`src/rtl/vsps_pkg.sv`:
```
// Shared constants, types and helpers for the voxel SDF point sampler.
package vsps_pkg;

  localparam int MAX_DIM    = 32;
  localparam int GRID_DEPTH = MAX_DIM * MAX_DIM * MAX_DIM;
  localparam int ADDR_W     = $clog2(GRID_DEPTH);
  localparam int COORD_W    = $clog2(MAX_DIM);
  localparam int DIM_W      = 6;
  localparam int SAMPLE_W   = 32;
  localparam int DVD_W      = 64;
  localparam int DSR_W      = 33;
  localparam int CNT_W      = 7;

  localparam logic OP_LOAD  = 1'b0;
  localparam logic OP_QUERY = 1'b1;

  typedef enum logic [2:0] {
    CFG_DIM_X       = 3'd0,
    CFG_DIM_Y       = 3'd1,
    CFG_DIM_Z       = 3'd2,
    CFG_CELL_EDGE   = 3'd3,
    CFG_GRID_ORIGIN = 3'd4
  } cfg_idx_t;

  typedef enum logic [3:0] {
    S_IDLE, S_AXIS, S_AXDIV, S_PREP, S_OFF, S_SQ, S_ACC, S_SQRT,
    S_WDIV, S_MUL, S_MAC, S_NEXT, S_FIN, S_FDIV, S_OUT
  } state_t;

  typedef struct packed {
    logic               start;
    logic [DVD_W-1:0]   dividend;
    logic [DSR_W-1:0]   divisor;
    logic [CNT_W-1:0]   nbits;
  } div_req_t;

  typedef struct packed {
    logic busy;
    logic done;
  } unit_stat_t;

  // Clamp a configured dimension to the grid size.
  function automatic logic [DIM_W-1:0] sat_dim(input logic [DIM_W-1:0] d);
    if (d > DIM_W'(MAX_DIM)) begin
      return DIM_W'(MAX_DIM);
    end
    return d;
  endfunction

endpackage

```
`src/rtl/vsps_div.sv`:
```
// Restoring divider, one quotient bit per cycle, over the low nbits of the dividend.
module vsps_div (
  input  logic                         clk,
  input  logic                         rst_n,
  input  vsps_pkg::div_req_t           req,
  output vsps_pkg::unit_stat_t         stat,
  output logic [vsps_pkg::DVD_W-1:0]   quot
);
  import vsps_pkg::*;

  logic               busy_r, busy_nxt;
  logic               done_r, done_nxt;
  logic [CNT_W-1:0]   cnt_r, cnt_nxt;
  logic [DSR_W:0]     rem_r, rem_nxt;
  logic [DVD_W-1:0]   dvd_r, dvd_nxt;
  logic [DSR_W-1:0]   dsr_r, dsr_nxt;
  logic [DSR_W:0]     cand;
  logic [DSR_W:0]     diff;
  logic               ge;

  always_comb begin
    cand     = {rem_r[DSR_W-1:0], dvd_r[DVD_W-1]};
    ge       = cand >= {1'b0, dsr_r};
    diff     = cand - {1'b0, dsr_r};
    busy_nxt = busy_r;
    done_nxt = 1'b0;
    cnt_nxt  = cnt_r;
    rem_nxt  = rem_r;
    dvd_nxt  = dvd_r;
    dsr_nxt  = dsr_r;
    if (req.start) begin
      // upper part of the dividend is known to be below the divisor
      busy_nxt = 1'b1;
      cnt_nxt  = req.nbits;
      rem_nxt  = (DSR_W+1)'(req.dividend >> req.nbits);
      dvd_nxt  = req.dividend << (CNT_W'(DVD_W) - req.nbits);
      dsr_nxt  = req.divisor;
    end else if (busy_r) begin
      rem_nxt = ge ? diff : cand;
      dvd_nxt = {dvd_r[DVD_W-2:0], ge};
      cnt_nxt = cnt_r - CNT_W'(1);
      if (cnt_r == CNT_W'(1)) begin
        busy_nxt = 1'b0;
        done_nxt = 1'b1;
      end
    end
  end

  always_ff @(posedge clk) begin
    if (!rst_n) begin
      busy_r <= 1'b0;
      done_r <= 1'b0;
      cnt_r  <= '0;
    end else begin
      busy_r <= busy_nxt;
      done_r <= done_nxt;
      cnt_r  <= cnt_nxt;
    end
  end

  always_ff @(posedge clk) begin
    rem_r <= rem_nxt;
    dvd_r <= dvd_nxt;
    dsr_r <= dsr_nxt;
  end

  assign stat.busy = busy_r;
  assign stat.done = done_r;
  assign quot      = dvd_r;

endmodule

```
`config.mk`:
```
export PLATFORM = sky130hd
export DESIGN_NAME = vsps_div
export DESIGN_NICKNAME = d
export VERILOG_FILES = /design/src/rtl/vsps_pkg.sv /design/src/rtl/vsps_div.sv
export SDC_FILE = /design/constraint.sdc
export NUM_CORES = 1
export LEC_CHECK = 0
export BUFFER_PORTS_ARGS = -buffer_cell sky130_fd_sc_hd__buf_4
export CORE_MARGIN = 5
export CORE_UTILIZATION = 35
export CTS_CLUSTER_SIZE = 30
export DETAILED_ROUTE_END_ITERATION = 8
export GPL_TIMING_DRIVEN = 0
export HOLD_SLACK_MARGIN = 0.03
export SLEW_MARGIN = 10
export SYNTH_ARGS = -nofsm -noshare
export SYNTH_HDL_FRONTEND = slang
export SYNTH_SLANG_ARGS = --single-unit
```
`constraint.sdc`:
```
create_clock -name clk -period 4.98 [get_ports clk]
set_input_delay 0.498 -clock clk [delete_from_list [all_inputs] [get_ports clk]]
set_output_delay 0.498 -clock clk [all_outputs]
set_load 0.005 [all_outputs]
```
==> Word level (Yosys, flattened, before mapping) <==
Index checks and enable logic that the tools add are counted.
{ "totals": {"in_bits": 107, "word_cells": 28, "regBits": 139} }
{ "op_classes": {"shifts": 2, "reduce_logical": 2, "mux": 11, "add_sub_neg": 3, "n_eq_ne": 1, "n_lt_le_gt_ge": 1, "bitwise_logic": 2} }
{ "ops": {"columns": ["op", "n"], "rows": [
  ["64-bit 2-to-1 mux", 2],
  ["33-bit 2-to-1 mux", 3],
  ["64-bit by 7-bit left shift with 64-bit output", 1],
  ["64-bit by 7-bit >> shifter with 33-bit output", 1],
  ["34-bit by 33-bit greater-or-equal comparator with 1-bit output", 1],
  ["33-bit subtractor", 1],
  ["7-bit 2-to-1 mux", 2],
  ["7-bit by 1-bit == test with 1-bit output, second input constant", 1],
  ["7-bit by 1-bit subtractor with 7-bit output, second input constant", 1],
  ["7-bit subtractor, first input constant", 1],
  ["1-bit 2-to-1 mux", 4],
  ["3-bit OR reduction", 1],
  ["1-bit inverter", 2],
  ["2-bit nonzero test", 1]
]} }

==> Logic depth before layout (Yosys ltp) <==
Gate-level depths: netlist (run 1).
{ "depth": {"depth_word": 4, "depth_mapped": 19, "mapped_depth_nobuf": 13} }

==> Worst setup path after synthesis (run 1) <==
Ideal clock, no wire load.
{ "synth_timing": {"path_kind": "input to register", "startpoint": "input req[0] (netlist name)", "endpoint": "register dvd_r[62] (netlist: quot[62]), data pin", "setup_slack_ns": 1.325, "arrival_time_ns": 3.394, "t_required_ns": 4.719, "setup_time_ns": 0.261, "stages": 18, "path_buffers": 8, "path_cell_list": "buf_6 > buf_12 > buf_12 > buf_8 > inv_1 > buf_2 > ha_1 > buf_2 > buf_2 > buf_1 > mux4_2 > mux2i_1 > nand2_1 > o21ai_0 > nor2_1 > nor2_1 > nor2_1 > a221o_1"} }
{ "synth_via": {"elab_chain_len": 3} }
{ "synth_lines": {"columns": ["item", "line_no", "source"], "rows": [
  ["start: declaration", "vsps_div.sv:5", "input vsps_pkg::div_req_t req,"],
  ["7-bit subtractor", "vsps_div.sv:36", "dvd_nxt = req.dividend << (CNT_W'(DVD_W) - req.nbits);"],
  ["64-bit by 7-bit left shift with 64-bit output", "vsps_div.sv:36", null],
  ["64-bit 2-to-1 mux", "vsps_div.sv:31", "if (req.start) begin"],
  ["via dvd_nxt[62]", "vsps_div.sv:15", "logic [DVD_W-1:0] dvd_r, dvd_nxt;"],
  ["end signal: assignment", "vsps_div.sv:63", "dvd_r <= dvd_nxt;"],
  ["end: declaration", "vsps_div.sv:15", null]
]} }
The timed path passes the listed nets, and every way through them passes these cells.
A chain may end at the register's enable or synchronous reset.

==> Worst setup path in the final report (run 1) <==
{ "layout_timing": {"startpoint": "input req[0] (netlist name)", "endpoint": "register dvd_r[63] (netlist: quot[63]), data pin"} }
Same word-level chain as after synthesis.

==> summary.md, run 1 <==
| Metric | Value |
|---|---|
| Cell variety after synth | 69 |
| Post-synth top area cell | edfxtp_1 |
| Setup TNS | 0 ns |
| DP Worst Slack | 0.237 ns |
| I/O pin cnt | 173 |
| Power Dens Cells | 356 nW/um^2 |
| Final wirelength | 61.3 mm |
| Ys async rst share | 0% |
| F_max | 222 MHz |
| Global-route wire length before repair | 90.1 mm |
| Final period utilization | 90.5% |
| Clk Latency, worst-skew pair | 0.45 ns |
| Simple logic cell fraction of the synthesized area | 14.5% |
| Crit path DAT | 4.68 ns |
| Req. time, crit path | 5.15 ns |
| Number of synthesized flops with an enable pin | 130 |
| Largest net degree at the start of global routing | 58 |
| Placed Cells | 2332 |
| Vias in the first global route | 13800 |
| Instance area at placement | 16700 um^2 |
| Post-CTS Hold Buffers | 0 |
| Critical R2R Capture | rem_r[9]$_DFFE_PP_ |
| Drt drc | 0 |
| Routed vias | 14700 |
| Hold wc startpoint | req[28] |
| CP Launch Type | input pin |
| First drt pass iteration count | 6 |
| Wire per inst | 25.9 um |
| Slowest CP cell | clkbuf_1 |
| Critical Path Fanout Max | 10 |
| Final nets | 1956 |
| Post-synthesis sequential area ratio | 27.7% |
| CTS tree | done |
| Ranking of synthesized cells by area | edfxtp_1 26%, mux4_2 15%, mux2i_1 7.7% |
| Hold WC Path Type | input pin to flip-flop |
| Seq cells post-synth | 139 |
| Setup violations, final | 0 |
| Largest family of logic cells by synthesized area | multiplexers |
| Hold Path End | dsr_r[21]$_DFFE_PP_ |
| Initial core utilization | 35.3% |
| Final Wtd Congestion | 1.04 |
| Slew @ Worst Pin | 0.964 ns |
| Max Slew Vio Count | 0 |
| Total track usage | 25.4% |
| Synth Area in XOR/XNOR | 2.50% |
| DRT antenna net count | 0 |
| Path depth of the worst reg2reg path | 13 |
| CP Class | input pin to flip-flop |
| Share of layout cells above drive strength 1 | 23.3% |
| Syn avg cell area | 9.07 um^2 |
| Prevailing post-synth register cell | edfxtp_1 |
| Max_cap viols | 0 |
| Yosys warning count | 0 |
| # clock sinks | 139 |
| P&R area growth vs syn | 17.1% |
| Postcts setup bufs | 0 |
| Die W | 215 um |
| Compound-Gate Fraction of Synth Area | 19.2% |
| Synth top area share | 26.5% |
| Crit-path leading delay family | buffers and inverters |
| Worst VDD drop | 252 uV |
| Core area | 41800 um^2 |
| Fin Clk Skew | 0.0191 ns |
| I/O Buffers | 168 |
| CP peak stage delay | 0.62 ns |
| Hold path depth | 1 |
| Multiplexer share of the synthesized area | 26.4% |
| Critical Path, Cell by Cell | buf_6, buf_12, buf_12, buf_8, inv_1, buf_2, ha_1, buf_2, clkbuf_1, clkbuf_1, mux4_2, nand2_1, nand3_1, o211ai_1, o21ai_0, a221o_1 |
| Total gr overflow | 0 |
| RSZ-0062 raised after global routing | false |
| Initial antenna violation count | 3 |
| Die area | 46300 um^2 |
| TritonCTS Buffers | 17 |
| Final HPWL DP | 50.4 mm |
| Net count after synthesis | 1768 |
| Non-filler cells, final | 2365 |
| Pleak | 0.00694 uW |
| FP Rows | 75 |
| CP bufs+invs | 9 |
| Htree depth | 4 |
| Status | finished, final reports clean |
| Crit Reg-Reg Startpoint | quot[63]$_DFFE_PP_ |
| Vias per cell | 6.21 |
| Cts repair resizes | 0 |
| Post-synthesis cell area | 14700 um^2 |
| CTS root buffer | clkbuf_16 |
| Final Hold Fails | 0 |
| Minimum clock period | 4.51 ns |
| Design area | 17300 um^2 |
| Die Span Y | 215 um |
| Rel. slew slack | 35.1% |
| Fin worst setup slack | 0.471 ns |
| Initial DRC Count | 1898 |
| Cells after Synth | 1624 |
| Kind of capture point of the worst setup path | flip-flop |
| Total power | 6150 uW |
| Clock slew seen by the registers of the worst setup and hold paths | 0.07 ns |
| Post-synthesis adder-cell area fraction | 3.19% |
| Max Root-Sink Buffers | 2 |
| R2R Setup Slk | 1.21 ns |
-- power breakdown --
group          switching, uW  leakage, uW  internal, uW
Combinational           1910      0.00524          1290
Clock                    496     0.000274           743
Sequential               148      0.00142          1570
-- stage by stage --
stage,utilization (%),hold slack (ns)
floorplan,-,0.490
global placement,39.9,0.526
detailed placement,40.0,0.534
finish,41.3,0.219
CTS,41.3,0.190
global route,41.3,0.196
-- metal layers --
layer | share of wire (%) | GRT usage [%] | wire length, um
met5 | 0.033 | 0 | 20
met4 | 1.5 | 4.67 | 910
met3 | 11 | 7.06 | 6940
met2 | 41 | 35.1 | 25100
met1 | 46 | 39.5 | 28300
-- sequential cells by signal, indices dropped and copies added (netlist names) --
| signal | count |
|---|---|
| cnt_r | 7 |
| rem_r | 33 |
| busy_r | 1 |
| dsr_r | 33 |
| quot | 64 |
| done_r | 1 |
-- cell type report --
type,count,area (um^2)
Clock buffer,23,458
Buffer,135,722
Inverter,62,233
Timing Repair Buffer,169,1290
Sequential cell,139,4080
Multi-Input combinational cell,1288,9700
Tap cell,539,674
Clock inverter,9,97.6
Fill cell,4219,24500
Antenna cell,1,2.50
-- cells in the mapped netlist, types with 4 or more instances --
cell type  instances
and3_1             5
o2bb2ai_1         29
a211oi_1          13
o31ai_1            5
a21o_1             8
o22ai_1           27
buf_4             13
inv_1             60
o21a_1             7
o21bai_1           5
nor2b_1            9
o21ai_1           23
and2_1             8
nor2_1           176
o311ai_0           6
or2_2              8
mux2_2            51
mux2i_1          113
nor3b_1            4
buf_2             37
o21ai_0          118
edfxtp_1         130
nand2b_1           9
xor2_1            18
nor3_1            11
a31oi_1            5
o221ai_1           7
nand2_1          224
clkbuf_1          58
ha_1              36
xnor2_1           24
mux4_2            96
a221o_1           22
a22oi_1           12
buf_1             15
buf_6              8
nand3_1           39
nand4_1            4
dfxtp_1            9
a21oi_1           96
o211ai_1          31
-- worst max-delay path by stage --
stage                       from                  to  slack (ns)  cells after the start
after global placement    req[0]  quot[63]$_DFFE_PP_        0.28                     16
after floorplan           req[0]  quot[62]$_DFFE_PP_        1.33                     18
after detailed placement  req[0]  quot[63]$_DFFE_PP_        0.24                     16
after CTS                 req[0]  quot[63]$_DFFE_PP_        0.71                     16
final                     req[0]  quot[63]$_DFFE_PP_        0.47                     16
after global routing      req[0]  quot[63]$_DFFE_PP_        0.43                     16
-- placed cells by master (no fill, tap or decap), types with 29 or more instances in the layout --
cell,Yosys,routed
a21oi_1,96,96
o211ai_1,31,31
mux2_2,51,51
buf_4,13,181
o21ai_0,118,118
mux4_2,96,96
o2bb2ai_1,29,29
clkbuf_1,58,63
nor2_1,176,176
ha_1,36,36
inv_1,60,60
edfxtp_1,130,130
nand3_1,39,39
buf_2,37,37
mux2i_1,113,113
nand2_1,224,224
-- logic make-up after synthesis --
family          after synthesis
simple gates                508
compound gates              440
mux                         261
buf+inv                     197
flops                       139
xor+xnor                     42
fa+ha+maj                    37
Note: power is estimated with default switching activity, not from simulation.
==> inputs of run 2 (changes only) <==
--- a/config.mk
+++ b/config.mk
@@ -14,2 +14,3 @@
 export HOLD_SLACK_MARGIN = 0.03
+export SETUP_SLACK_MARGIN = 0.1
 export SLEW_MARGIN = 10
==> constraint.sdc (replaced) <==
create_clock -name clk -period 4.98 [get_ports clk]
set_input_delay 0 -clock clk [delete_from_list [all_inputs] [get_ports clk]]
set_output_delay 0 -clock clk [all_outputs]
set_load 0.005 [all_outputs]
==> run 2 against run 1 <==
Net effect: clock power is essentially flat; cell area rose by 2.0%; clock skew decreased by 0.00058 ns; clock-buffer cell count is the same; sequential power is essentially flat; via count rose by 0.93%; largest cell class unchanged; worst hold slack worse by 0.16 ns; critical endpoint unchanged; final cell count grew 1.4%; worst setup slack better by 0.48 ns; largest power group unchanged; wire length rose by 0.34%; critical path type unchanged; register-to-register slack improved by 0.02 ns.
==> summary.md, run 2 (same netlist as run 1, synthesis figures left out) <==
| Metric | Value |
|---|---|
| Pleak | 0.00708 uW |
| Htree depth | 4 |
| Core area | 41800 um^2 |
| Vias per cell | 6.18 |
| CP Launch Type | input pin |
| Initial antenna violation count | 3 |
| Total track usage | 25.4% |
| Die area | 46300 um^2 |
| Hold WC Path Type | input pin to flip-flop |
| Final period utilization | 80.9% |
| Hold wc startpoint | req[104] |
| Largest net degree at the start of global routing | 58 |
| FP Rows | 75 |
| Fillers | 4195 |
| Final HPWL DP | 50.4 mm |
| Max_cap viols | 0 |
| Max reg flops | 64 |
| TritonCTS Buffers | 17 |
| Crit path DAT | 4.20 ns |
| Worst VDD drop | 253 uV |
| Cts repair resizes | 0 |
| Crit-path leading delay family | buffers and inverters |
| Most frequent cells in the layout | 224 x nand2_1, 181 x buf_4, 176 x nor2_1 |
| Final wirelength | 61.5 mm |
| Crit Reg-Reg Startpoint | quot[63]$_DFFE_PP_ |
| CP peak stage delay | 0.62 ns |
| Fin Clk Skew | 0.0185 ns |
| Total gr overflow | 0 |
| Slew @ Worst Pin | 0.930 ns |
| CP Class | input pin to flip-flop |
| Global-route wire length before repair | 90.3 mm |
| CP bufs+invs | 9 |
| CTS tree | done |
| Rel. slew slack | 37.3% |
| Commonest non-fill, non-tap cell in the layout | nand2_1 |
| Max Slew Vio Count | 0 |
| Power Dens Cells | 351 nW/um^2 |
| Setup violations, final | 0 |
| CTS root buffer | clkbuf_16 |
| Placed Cells | 2332 |
| DP Worst Slack | 0.735 ns |
| Setup TNS | 0 ns |
| Max Root-Sink Buffers | 2 |
| Routed vias | 14800 |
| Postcts setup bufs | 0 |
| Critical Path, Cell by Cell | buf_6, buf_12, buf_12, buf_8, inv_1, buf_2, ha_1, buf_2, clkbuf_1, clkbuf_1, mux4_2, nand2_1, nand3_1, o211ai_1, o21ai_0, a221o_1 |
| Slowest CP cell | clkbuf_1 |
| Final Wtd Congestion | 1.04 |
| P&R area growth vs syn | 19.4% |
| Initial core utilization | 35.3% |
| Critical Path Fanout Max | 10 |
| Fin worst setup slack | 0.953 ns |
| Initial DRC Count | 1987 |
| Worst hold slack | 0.0594 ns |
| I/O pin cnt | 173 |
| Vias in the first global route | 13900 |
| First drt pass iteration count | 6 |
| Drt drc | 0 |
| Share of layout cells above drive strength 1 | 22.9% |
| Status | finished, final reports clean |
| Die W | 215 um |
| Clk Latency, worst-skew pair | 0.45 ns |
| I/O Buffers | 168 |
| Crit path from | req[0] |
| Req. time, crit path | 5.16 ns |
| # clock sinks | 139 |
| DRT antenna net count | 0 |
| Final Hold Fails | 0 |
| Die Span Y | 215 um |
| Non-filler cells, final | 2399 |
| Kind of capture point of the worst setup path | flip-flop |
| Clock slew seen by the registers of the worst setup and hold paths | 0.07 ns |
| RSZ-0062 raised after global routing | false |
| Final nets | 1990 |
| F_max | 248 MHz |
| Wire per inst | 25.6 um |
| Minimum clock period | 4.03 ns |
==> run 2: area by class of cell <==
cell class	instances	area [um^2]	share of cell area (%)
antenna	1	2.50	0.0142
buffer	135	722	4.10
clock buffer	23	458	2.60
clock inverter	9	97.6	0.555
inverter	62	233	1.32
multi-input combinational	1288	9700	55.1
sequential	139	4080	23.2
tap	539	674	3.83
timing repair buffer	203	1630	9.26
==> run 2: through the flow <==
stage	power, uW	instance area, um^2	util (%)
2_1_floorplan	3820	14700	-
3_3_place_gp	4820	16700	39.9
3_5_place_dp	4840	16700	40.0
4_1_cts	6130	17600	42.1
5_1_grt	6510	17600	42.1
6_report	6170	17600	42.1
==> run 2: routing by layer <==
metal  vias to the layer above  wire, um  global-route usage (%)
met2                       863     25000                    35.1
met4                         4       960                    4.67
met1                      7330     28700                    39.6
met5                         -        21                       0
met3                        66      6820                    7.11
li1                       6553         -                       -
==> run 2: report_power, final <==
part           leakage, uW  switching [uW]  internal (uW)
sequential         0.00142             148           1570
combinational      0.00538            1920           1300
clock             0.000274             492            743
total              0.00708            2560           3620
==> run 2: worst paths after layout <==
check	endpoint	slack [ns]	cells past startpoint
worst max-delay path	quot[63]$_DFFE_PP_	0.95	16
worst min-delay path	dsr_r[20]$_DFFE_PP_	0.06	1
worst max register to register	rem_r[9]$_DFFE_PP_	1.23	13
worst min register to register	quot[23]$_DFFE_PP_	0.56	1
==> run 2: worst register-to-register path, delay by kind of cell (launching register included) <==
family | cells | cell delay (ns)
adder cells (fa/ha/maj) | 2 | 0.57
buffers and inverters | 3 | 0.38
multiplexers | 1 | 0.27
AO/OA/AOI/OAI | 7 | 1.77
flip-flops | 1 | 0.46
==> run 2: what timing repair did <==
action | in CTS | in global routing
endpoints found under the hold margin | 42 | 0
endpoints found under the setup margin | 0 | 0
hold buffers | 34 | 0
